--- config.mk ---
export PLATFORM = sky130hd
export DESIGN_NAME = square_voice_with_exponential_release_core_flat
export DESIGN_NICKNAME = d
export VERILOG_FILES = /design/src/sv/sqv_pkg.sv /design/src/sv/sqv_if.sv /design/src/sv/sqv_voice_calc.sv /design/src/sv/square_voice_with_exponential_release_core.sv /design/src/flat_wrapper.sv
export SDC_FILE = /design/constraint.sdc
export NUM_CORES = 2
export LEC_CHECK = 0
export ABC_AREA = 1
export ABC_CLOCK_PERIOD_IN_PS = 13280
export BUFFER_PORTS_ARGS = -buffer_cell sky130_fd_sc_hd__buf_2
export CAP_MARGIN = 20
export CORE_AREA = 2 2 211 421
export CTS_CLUSTER_SIZE = 8
export DETAILED_ROUTE_END_ITERATION = 10
export DIE_AREA = 0 0 213 423
export PLACE_DENSITY_LB_ADDON = 0.05
export SLEW_MARGIN = 20
export SYNTH_ARGS = -nofsm -noshare
export SYNTH_HDL_FRONTEND = slang
export SYNTH_SLANG_ARGS = --single-unit
--- constraint.sdc ---
create_clock -name clk_i -period 13.28 [get_ports clk_i]
set_clock_uncertainty 0.1 [all_clocks]
set_input_delay 1.992 -clock clk_i [delete_from_list [all_inputs] [get_ports clk_i]]
set_output_delay 1.992 -clock clk_i [all_outputs]
set_load 0.05 [all_outputs]
--- src/sv/sqv_pkg.sv ---
// Types, constants and the note frequency table of the square voice.
`default_nettype none
package sqv_pkg;

  localparam int unsigned CFG_IDX_W   = 1;
  localparam int unsigned CFG_DATA_W  = 25;
  localparam int unsigned LEVEL_W     = 15;
  localparam int unsigned SCALE_W     = 25;
  localparam int unsigned FREQ_W      = 24;
  localparam int unsigned RF_W        = 16;

  localparam logic [RF_W-1:0] REL_MUL  = 16'd32440;
  localparam logic [RF_W-1:0] REL_STOP = 16'd1638;
  localparam logic [RF_W-1:0] REL_ONE  = 16'd32768;
  localparam logic [RF_W-1:0] REL_RND  = 16'd16384;

  localparam logic [SCALE_W-1:0] SCALE_RESET = 25'd22906492;

  typedef enum logic [1:0] {
    REQ_TICK     = 2'd0,
    REQ_NOTE_ON  = 2'd1,
    REQ_NOTE_OFF = 2'd2,
    REQ_STOP     = 2'd3
  } sqv_req_e;

  typedef enum logic [CFG_IDX_W-1:0] {
    REG_OUTPUT_LEVEL    = 1'b0,
    REG_INCREMENT_SCALE = 1'b1
  } sqv_reg_e;

  // Release and sounding status of the voice.
  typedef struct packed {
    logic            sounding;
    logic [RF_W-1:0] release_factor;
  } sqv_voice_t;

  // Top octave (notes 120 to 131) in Hz, Q14.10.
  localparam logic [FREQ_W-1:0] TOP_OCTAVE [12] = '{
    24'd8572947,  24'd9082720,  24'd9622807,  24'd10195009,
    24'd10801236, 24'd11443511, 24'd12123977, 24'd12844906,
    24'd13608704, 24'd14417920, 24'd15275254, 24'd16183568
  };

  // Lower octaves are the top octave shifted right with rounding.
  // The octave is n/12, taken as (n*43)>>9, which is exact for 0 to 127.
  function automatic logic [FREQ_W-1:0] note_freq(input logic [6:0] n);
    logic [12:0]       prod;
    logic [3:0]        oct;
    logic [3:0]        k;
    logic [3:0]        s;
    logic [FREQ_W:0]   f;
    logic [FREQ_W:0]   rnd;
    prod = 13'(n) * 13'd43;
    oct  = prod[12:9];
    k    = 4'(n - 7'(oct) * 7'd12);
    s    = 4'd10 - oct;
    f    = (FREQ_W + 1)'(TOP_OCTAVE[k]);
    rnd  = (s == 4'd0) ? '0 : ((FREQ_W + 1)'(1) << (s - 4'd1));
    return FREQ_W'((f + rnd) >> s);
  endfunction

endpackage
`default_nettype wire

--- src/sv/sqv_if.sv ---
// Handshake interfaces for the request, result and configuration channels.
`default_nettype none
interface sqv_in_if
  import sqv_pkg::*;
();
  logic       valid;
  logic       ready;
  logic [1:0] req_type;
  logic [6:0] note_number;

  modport source (output valid, output req_type, output note_number, input ready);
  modport sink (input valid, input req_type, input note_number, output ready);
endinterface

interface sqv_out_if #(
  parameter int unsigned SAMPLE_BITS = 16
) ();
  logic                          valid;
  logic                          ready;
  logic signed [SAMPLE_BITS-1:0] sample_value;
  logic                          voice_active;

  modport source (output valid, output sample_value, output voice_active, input ready);
  modport sink (input valid, input sample_value, input voice_active, output ready);
endinterface

interface sqv_cfg_if
  import sqv_pkg::*;
();
  logic                  valid;
  logic                  ready;
  logic [CFG_IDX_W-1:0]  index;
  logic [CFG_DATA_W-1:0] data;

  modport source (output valid, output index, output data, input ready);
  modport sink (input valid, input index, input data, output ready);
endinterface
`default_nettype wire

--- src/sv/sqv_voice_calc.sv ---
// Next-state and sample logic of the voice for one request word.
`default_nettype none
module sqv_voice_calc
  import sqv_pkg::*;
#(
  parameter int unsigned PHASE_BITS  = 32,
  parameter int unsigned SAMPLE_BITS = 16
) (
  input  sqv_req_e                      req_i,
  input  logic [6:0]                    note_i,
  input  logic [LEVEL_W-1:0]            level_i,
  input  logic [SCALE_W-1:0]            scale_i,
  input  sqv_voice_t                    voice_i,
  input  logic [PHASE_BITS-1:0]         phase_i,
  input  logic [PHASE_BITS-1:0]         step_i,
  output sqv_voice_t                    voice_o,
  output logic [PHASE_BITS-1:0]         phase_o,
  output logic [PHASE_BITS-1:0]         step_o,
  output logic signed [SAMPLE_BITS-1:0] sample_o
);

  localparam int unsigned PROD_W = FREQ_W + SCALE_W;
  localparam int unsigned EXT_W  = SAMPLE_BITS + 16;
  localparam int unsigned LSH    = (SAMPLE_BITS >= 16) ? SAMPLE_BITS - 16 : 0;
  localparam int unsigned RSH    = (SAMPLE_BITS < 16) ? 16 - SAMPLE_BITS : 0;

  logic [FREQ_W-1:0]      freq;
  logic [PROD_W-1:0]      step_prod;
  logic [PHASE_BITS-1:0]  step_new;
  logic [30:0]            rel_prod;
  logic [RF_W-1:0]        rf_next;
  logic [30:0]            lvl_prod;
  logic [LEVEL_W-1:0]     mag;
  logic [EXT_W-1:0]       mag_ext;
  logic [SAMPLE_BITS-1:0] mag_s;
  logic                   neg;

  assign freq      = note_freq(note_i);
  assign step_prod = PROD_W'(freq) * PROD_W'(scale_i);
  assign step_new  = PHASE_BITS'(step_prod >> 18);

  // Release decay by 0.99 in Q1.15 and the released level, both rounded.
  assign rel_prod = 31'(voice_i.release_factor) * 31'(REL_MUL) + 31'(REL_RND);
  assign rf_next  = rel_prod[30:15];
  assign lvl_prod = 31'(level_i) * 31'(voice_i.release_factor) + 31'(REL_RND);
  assign mag      = (voice_i.release_factor != '0) ? lvl_prod[29:15] : level_i;

  assign mag_ext = (EXT_W'(mag) << LSH) >> RSH;
  assign mag_s   = mag_ext[SAMPLE_BITS-1:0];
  assign neg     = phase_i[PHASE_BITS-1];

  always_comb begin
    voice_o  = voice_i;
    phase_o  = phase_i;
    step_o   = step_i;
    sample_o = '0;
    unique case (req_i)
      REQ_NOTE_ON: begin
        step_o                 = step_new;
        phase_o                = '0;
        voice_o.release_factor = '0;
        voice_o.sounding       = 1'b1;
      end
      REQ_NOTE_OFF: begin
        if (voice_i.sounding && (voice_i.release_factor == '0)) begin
          voice_o.release_factor = REL_ONE;
        end
      end
      REQ_STOP: begin
        voice_o.sounding       = 1'b0;
        voice_o.release_factor = '0;
        phase_o                = '0;
      end
      REQ_TICK: begin
        if (voice_i.sounding) begin
          sample_o = $signed(neg ? (~mag_s + 1'b1) : mag_s);
          phase_o  = phase_i + step_i;
          if (voice_i.release_factor != '0) begin
            voice_o.release_factor = rf_next;
            // The tick that ends the release still carries its sample.
            if (rf_next <= REL_STOP) begin
              voice_o.sounding       = 1'b0;
              voice_o.release_factor = '0;
              step_o                 = '0;
            end
          end
        end
      end
      default: begin
      end
    endcase
  end

endmodule
`default_nettype wire

--- src/sv/square_voice_with_exponential_release_core.sv ---
// Top level of the square voice: registers, handshakes and configuration.
//
//   Channel  Dir  Words carried
//   req_i    in   req_type, note_number
//   rsp_o    out  sample_value, voice_active (one per request word)
//   cfg_i    in   index, data (register write, always ready)
//
// A request word is registered on acceptance and evaluated once the output
// register is free or being read, when the result is written into it.
// One word per cycle is sustained while results are taken; the input and output
// registers each hold one word, so a stalled output still lets one more word in.
// Reset clears the voice state and returns the registers to their defaults.
`default_nettype none
module square_voice_with_exponential_release_core
  import sqv_pkg::*;
#(
  parameter int unsigned PHASE_BITS  = 32,
  parameter int unsigned SAMPLE_BITS = 16
) (
  input  wire             clk_i,
  input  wire             rst_ni,
  sqv_in_if.sink          req_i,
  sqv_out_if.source       rsp_o,
  sqv_cfg_if.sink         cfg_i
);

  logic [LEVEL_W-1:0]            level_q;
  logic [SCALE_W-1:0]            scale_q;

  logic                          in_vld_q;
  sqv_req_e                      in_req_q;
  logic [6:0]                    in_note_q;

  logic                          out_vld_q;
  logic signed [SAMPLE_BITS-1:0] out_sample_q;
  logic                          out_active_q;

  sqv_voice_t                    voice_q, voice_d;
  logic [PHASE_BITS-1:0]         phase_q, phase_d;
  logic [PHASE_BITS-1:0]         step_q, step_d;
  logic signed [SAMPLE_BITS-1:0] sample_d;

  logic                          advance;
  logic                          in_take;

  assign advance     = in_vld_q && (!out_vld_q || rsp_o.ready);
  assign req_i.ready = !in_vld_q || advance;
  assign in_take     = req_i.valid && req_i.ready;
  assign cfg_i.ready = 1'b1;

  assign rsp_o.valid        = out_vld_q;
  assign rsp_o.sample_value = out_sample_q;
  assign rsp_o.voice_active = out_active_q;

  always_ff @(posedge clk_i or negedge rst_ni) begin
    if (!rst_ni) begin
      level_q <= '0;
      scale_q <= SCALE_RESET;
    end else if (cfg_i.valid) begin
      unique case (sqv_reg_e'(cfg_i.index))
        REG_OUTPUT_LEVEL:    level_q <= cfg_i.data[LEVEL_W-1:0];
        REG_INCREMENT_SCALE: scale_q <= cfg_i.data[SCALE_W-1:0];
        default: begin
        end
      endcase
    end
  end

  always_ff @(posedge clk_i or negedge rst_ni) begin
    if (!rst_ni) begin
      in_vld_q <= 1'b0;
    end else if (in_take) begin
      in_vld_q <= 1'b1;
    end else if (advance) begin
      in_vld_q <= 1'b0;
    end
  end

  always_ff @(posedge clk_i) begin
    if (in_take) begin
      in_req_q  <= sqv_req_e'(req_i.req_type);
      in_note_q <= req_i.note_number;
    end
  end

  sqv_voice_calc #(
    .PHASE_BITS  (PHASE_BITS),
    .SAMPLE_BITS (SAMPLE_BITS)
  ) u_calc (
    .req_i    (in_req_q),
    .note_i   (in_note_q),
    .level_i  (level_q),
    .scale_i  (scale_q),
    .voice_i  (voice_q),
    .phase_i  (phase_q),
    .step_i   (step_q),
    .voice_o  (voice_d),
    .phase_o  (phase_d),
    .step_o   (step_d),
    .sample_o (sample_d)
  );

  always_ff @(posedge clk_i or negedge rst_ni) begin
    if (!rst_ni) begin
      voice_q   <= '0;
      phase_q   <= '0;
      step_q    <= '0;
      out_vld_q <= 1'b0;
    end else if (advance) begin
      voice_q   <= voice_d;
      phase_q   <= phase_d;
      step_q    <= step_d;
      out_vld_q <= 1'b1;
    end else if (rsp_o.ready) begin
      out_vld_q <= 1'b0;
    end
  end

  always_ff @(posedge clk_i) begin
    if (advance) begin
      out_sample_q <= sample_d;
      out_active_q <= voice_d.sounding;
    end
  end

endmodule
`default_nettype wire

--- src/flat_wrapper.sv ---
// flat-port wrapper written by rule: the top's interface ports become plain ports
module square_voice_with_exponential_release_core_flat import sqv_pkg::*;
#(
  parameter int unsigned PHASE_BITS  = 32,
  parameter int unsigned SAMPLE_BITS = 16
)
  (clk_i, rst_ni, req_i_valid, req_i_req_type, req_i_note_number, req_i_ready, rsp_o_valid, rsp_o_sample_value, rsp_o_voice_active, rsp_o_ready, cfg_i_valid, cfg_i_index, cfg_i_data, cfg_i_ready);
  sqv_in_if req_i_i ();
  sqv_out_if #(.SAMPLE_BITS(SAMPLE_BITS)) rsp_o_i ();
  sqv_cfg_if cfg_i_i ();
  input  wire clk_i;
  input  wire rst_ni;
  input wire logic [$bits(req_i_i.valid)-1:0] req_i_valid;
  input wire logic [$bits(req_i_i.req_type)-1:0] req_i_req_type;
  input wire logic [$bits(req_i_i.note_number)-1:0] req_i_note_number;
  output wire logic [$bits(req_i_i.ready)-1:0] req_i_ready;
  output wire logic [$bits(rsp_o_i.valid)-1:0] rsp_o_valid;
  output wire logic [$bits(rsp_o_i.sample_value)-1:0] rsp_o_sample_value;
  output wire logic [$bits(rsp_o_i.voice_active)-1:0] rsp_o_voice_active;
  input wire logic [$bits(rsp_o_i.ready)-1:0] rsp_o_ready;
  input wire logic [$bits(cfg_i_i.valid)-1:0] cfg_i_valid;
  input wire logic [$bits(cfg_i_i.index)-1:0] cfg_i_index;
  input wire logic [$bits(cfg_i_i.data)-1:0] cfg_i_data;
  output wire logic [$bits(cfg_i_i.ready)-1:0] cfg_i_ready;
  assign req_i_i.valid = req_i_valid;
  assign req_i_i.req_type = req_i_req_type;
  assign req_i_i.note_number = req_i_note_number;
  assign req_i_ready = req_i_i.ready;
  assign rsp_o_valid = rsp_o_i.valid;
  assign rsp_o_sample_value = rsp_o_i.sample_value;
  assign rsp_o_voice_active = rsp_o_i.voice_active;
  assign rsp_o_i.ready = rsp_o_ready;
  assign cfg_i_i.valid = cfg_i_valid;
  assign cfg_i_i.index = cfg_i_index;
  assign cfg_i_i.data = cfg_i_data;
  assign cfg_i_ready = cfg_i_i.ready;
  square_voice_with_exponential_release_core #(.PHASE_BITS(PHASE_BITS), .SAMPLE_BITS(SAMPLE_BITS)) u_core (.clk_i(clk_i), .rst_ni(rst_ni), .req_i(req_i_i), .rsp_o(rsp_o_i), .cfg_i(cfg_i_i));
endmodule
==> results.cfg <==
[routing]
wl_per_cell_um = 21.9
drc_violations_left = 0
route.antenna.remaining_nets = 0
vias_per_cell = 5.38
dr_total_vias = 38300
initialDrtViolationCount = 1886
detail_route.first_pass.iterations = 7
finalWirelength_um = 156000

[clock_tree]
htree_levels = 4
clockRootBuffer = sky130_fd_sc_hd__clkbuf_16
cts.sink_count = 148
tritoncts.num_buffers = 17
worstSkewPairLatency_ns = 0.51
tritoncts = yes
clock_path_buffers = 2
clk_transition_reported_paths_ns = 0.07

[global_route]
grt_antenna_before_repair = 6
global_route_usage_sum_pct = 36.2
first_global_vias = 42200
wire_length_of_the_first_global_routing_pass_um = 239000
grt_overflow_total = 0
grt_start_max_net_pins = 63

[timing]
worst-slew-pin-transition_ns = 1.10
timing.final.max_slew_violations = 0
setup-violations-final = 0
fmax_mhz = 79.6
final_hold_violation_count = 0
setup-tns-final_ns = 0
crit_share_post_route_pct = 94.6
slew_headroom_pct = 26.1
final.min_clock_period_ns = 12.56
final_critical_path_setup_slack_ns = 0.723
hold_ws_ns = 0.389

[worst_setup_path]
cp.buffers_inverters = 18
worst-r2r-cell-count = 70
cpMaxStageDelayCell = sky130_fd_sc_hd__fa_1
critPathMostFrequentCell = sky130_fd_sc_hd__nand2_1
crit_family = adder cells
crit_type = flip-flop to flip-flop
crit-reg2reg-launch = u_core.in_note_q[2]
crit_required_ns = 13.57
path_max_fanout = 12
worstReg2RegEnd = u_core.step_q[21]
worst-endpoint-arrival_ns = 12.84
critical_path.max_stage_delay_ns = 0.55
crit_path_start_kind = flip-flop
ff2ff_setup_slack_ns = 0.72
critPathCaptureType = flip-flop

[synthesis]
netlist_top_cells_area = sky130_fd_sc_hd__fa_1 36%, sky130_fd_sc_hd__ha_1 13%, sky130_fd_sc_hd__inv_1 12%
synth_top_cell_by_area = sky130_fd_sc_hd__fa_1
yosys_warnings = 0
postSynthAreaPerCell_um2 = 7.57
yosysMostFrequentCell = sky130_fd_sc_hd__inv_1
synth-edff-count = 26
syn_inst = 5691
synth_seq_cells = 148
netlist_area_um2 = 43100
ys_async_rst_share_pct = 82.4
synth_sequential_area_ratio_pct = 8.93
synth_flop_cell = sky130_fd_sc_hd__dfrtp_1
synth_cell_types = 63
postSynthNetCount = 6947
synthTopCellsByCount = 1328 x sky130_fd_sc_hd__inv_1, 1314 x sky130_fd_sc_hd__nand2_1, 769 x sky130_fd_sc_hd__fa_1, 538 x sky130_fd_sc_hd__nor2_1, 447 x sky130_fd_sc_hd__ha_1
synth_top_area_share_pct = 35.7

[cells_and_area]
post_route_cells_drive_above_1_share_pct = 10.4
finish.instance_area_um2 = 48000
design.final.nets = 7193
synthToLayoutAreaGrowth_pct = 11.2

[placement]
numPortBuffers = 58
dp_hpwl_um = 133000
gp_congestion = 1.03
placement.cell_area_um2 = 47000
pre_cts_slack_ns = 0.161

[run_status]
status = completed

[floorplanning]
core_um2 = 86700
floorplan.rows = 153
die_area_um2 = 90100
die_width_um = 213
initial_util_pct = 49.7
die_height_um = 423
floorplan.io_pins = 60

[hold_path]
hold-path-cell-count = 2
hold_path_class = flip-flop to flip-flop
timing.hold.worst.start = u_core.phase_q[30]
min_delay_worst_endpoint = u_core.phase_q[30]

[flow_run]
max_cap_viol_count = 0
==> registers in the layout, indices dropped and copies added (netlist names) <==
register and count:
u_core.rsp_o.valid 1, u_core.rsp_o.voice_active 1, u_core.step_q 31, u_core.in_vld_q 1
u_core.level_q 15, u_core.phase_q 32, u_core.in_req_q 2, u_core.in_note_q 7
u_core.rsp_o.sample_value 16, u_core.scale_q 25, u_core.voice_q 17
==> repair_timing <==
item | in CTS | in global routing
resized for setup | 0 | 105
hold buffers | 0 | 0
buffers inserted | 0 | 7
hold endpoints to repair | 0 | 0
setup endpoints to repair | 0 | 31
==> cells by family (layout without fill, tap and decap cells) <==
family                     count (synthesis)  after routing  synth area share, %
and+or+nand+nor                         2164           2164                 20.2
buffers and inverters                   1548           1807                 13.8
adders and majority gates               1216           1216                 48.7
AOI/OAI and AO/OA                        548            548                 7.02
DFF                                      148            148                 8.93
xor gates and xnor gates                  63             63                 1.30
muxes                                      3              3               0.0697
other                                      1              5              0.00870
==> per-stage QoR <==
step           instances  util, %
2_1_floorplan       5691        -
3_3_place_gp        7073     54.2
3_5_place_dp        7073     54.2
4_1_cts             7105     54.8
5_1_grt             7116     55.3
6_report            7116     55.3
==> layout by cell type, fill, tap and decap left out, types with 11 or more instances in the layout <==
cell type | synthesis | routed
sky130_fd_sc_hd__inv_2 | 9 | 13
sky130_fd_sc_hd__o21a_1 | 14 | 14
sky130_fd_sc_hd__nand2_2 | 15 | 35
sky130_fd_sc_hd__buf_12 | 0 | 22
sky130_fd_sc_hd__xnor2_1 | 21 | 21
sky130_fd_sc_hd__nand3_1 | 180 | 176
sky130_fd_sc_hd__buf_4 | 15 | 348
sky130_fd_sc_hd__dfstp_2 | 14 | 14
sky130_fd_sc_hd__nor2_2 | 8 | 19
sky130_fd_sc_hd__o22ai_1 | 15 | 15
sky130_fd_sc_hd__o21ai_1 | 18 | 30
sky130_fd_sc_hd__nand4_1 | 32 | 32
sky130_fd_sc_hd__a21oi_1 | 219 | 209
sky130_fd_sc_hd__nor2_1 | 538 | 526
sky130_fd_sc_hd__fa_1 | 769 | 767
sky130_fd_sc_hd__ha_1 | 447 | 438
sky130_fd_sc_hd__nand2_1 | 1314 | 1293
sky130_fd_sc_hd__buf_2 | 32 | 57
sky130_fd_sc_hd__a21oi_2 | 1 | 11
sky130_fd_sc_hd__inv_1 | 1328 | 1321
sky130_fd_sc_hd__a31oi_1 | 29 | 25
sky130_fd_sc_hd__xor2_1 | 41 | 40
sky130_fd_sc_hd__nor4_1 | 14 | 14
sky130_fd_sc_hd__o21ai_0 | 191 | 175
sky130_fd_sc_hd__clkbuf_16 | 0 | 17
sky130_fd_sc_hd__nor3_1 | 34 | 30
sky130_fd_sc_hd__edfxtp_1 | 26 | 26
sky130_fd_sc_hd__o21ai_2 | 8 | 12
sky130_fd_sc_hd__dfrtp_1 | 108 | 108
==> worst reg2reg max path: cells and delay by family, from the launching register on <==
family	cells	cell delay (ns)
buffers and inverters	18	1.87
flip-flops	1	0.39
AO/OA/AOI/OAI	8	1.04
adder cells (fa/ha/maj)	15	6.28
XOR/XNOR	2	0.32
AND/OR/NAND/NOR	27	2.44
==> how the worst max path moves through the flow <==
stage | to | cells past startpoint | slack, ns | from
6_report | u_core.step_q[21] | 70 | 0.72 | u_core.in_note_q[2]
5_1_grt | u_core.step_q[29] | 71 | -0.15 | u_core.in_note_q[2]
4_1_cts | u_core.step_q[21] | 69 | 0.07 | u_core.in_note_q[2]
3_5_place_dp | u_core.step_q[29] | 69 | 0.16 | u_core.in_note_q[2]
3_3_place_gp | u_core.step_q[29] | 69 | 0.17 | u_core.in_note_q[2]
2_1_floorplan | u_core.step_q[29] | 70 | 0.50 | u_core.in_note_q[1]
==> final cells by class <==
class | instances | area [um^2]
Timing Repair Buffer | 430 | 3370
Multi-Input combinational cell | 3995 | 33600
Sequential cell | 148 | 3850
Tap cell | 1162 | 1450
Clock inverter | 14 | 135
Clock buffer | 18 | 439
Inverter | 1345 | 5060
Fill cell | 8687 | 38800
Antenna cell | 4 | 10.0
==> routing by layer <==
metal | GRT usage, % | share of wire [%]
met2 | 68.4 | 54
met1 | 32.3 | 30
met5 | 0 | 0
met3 | 4.76 | 4.5
met4 | 33.4 | 11
Power is left out: the tool's default activity adds up to more than one toggle a clock period on the data nets, which glitch-free logic cannot reach.
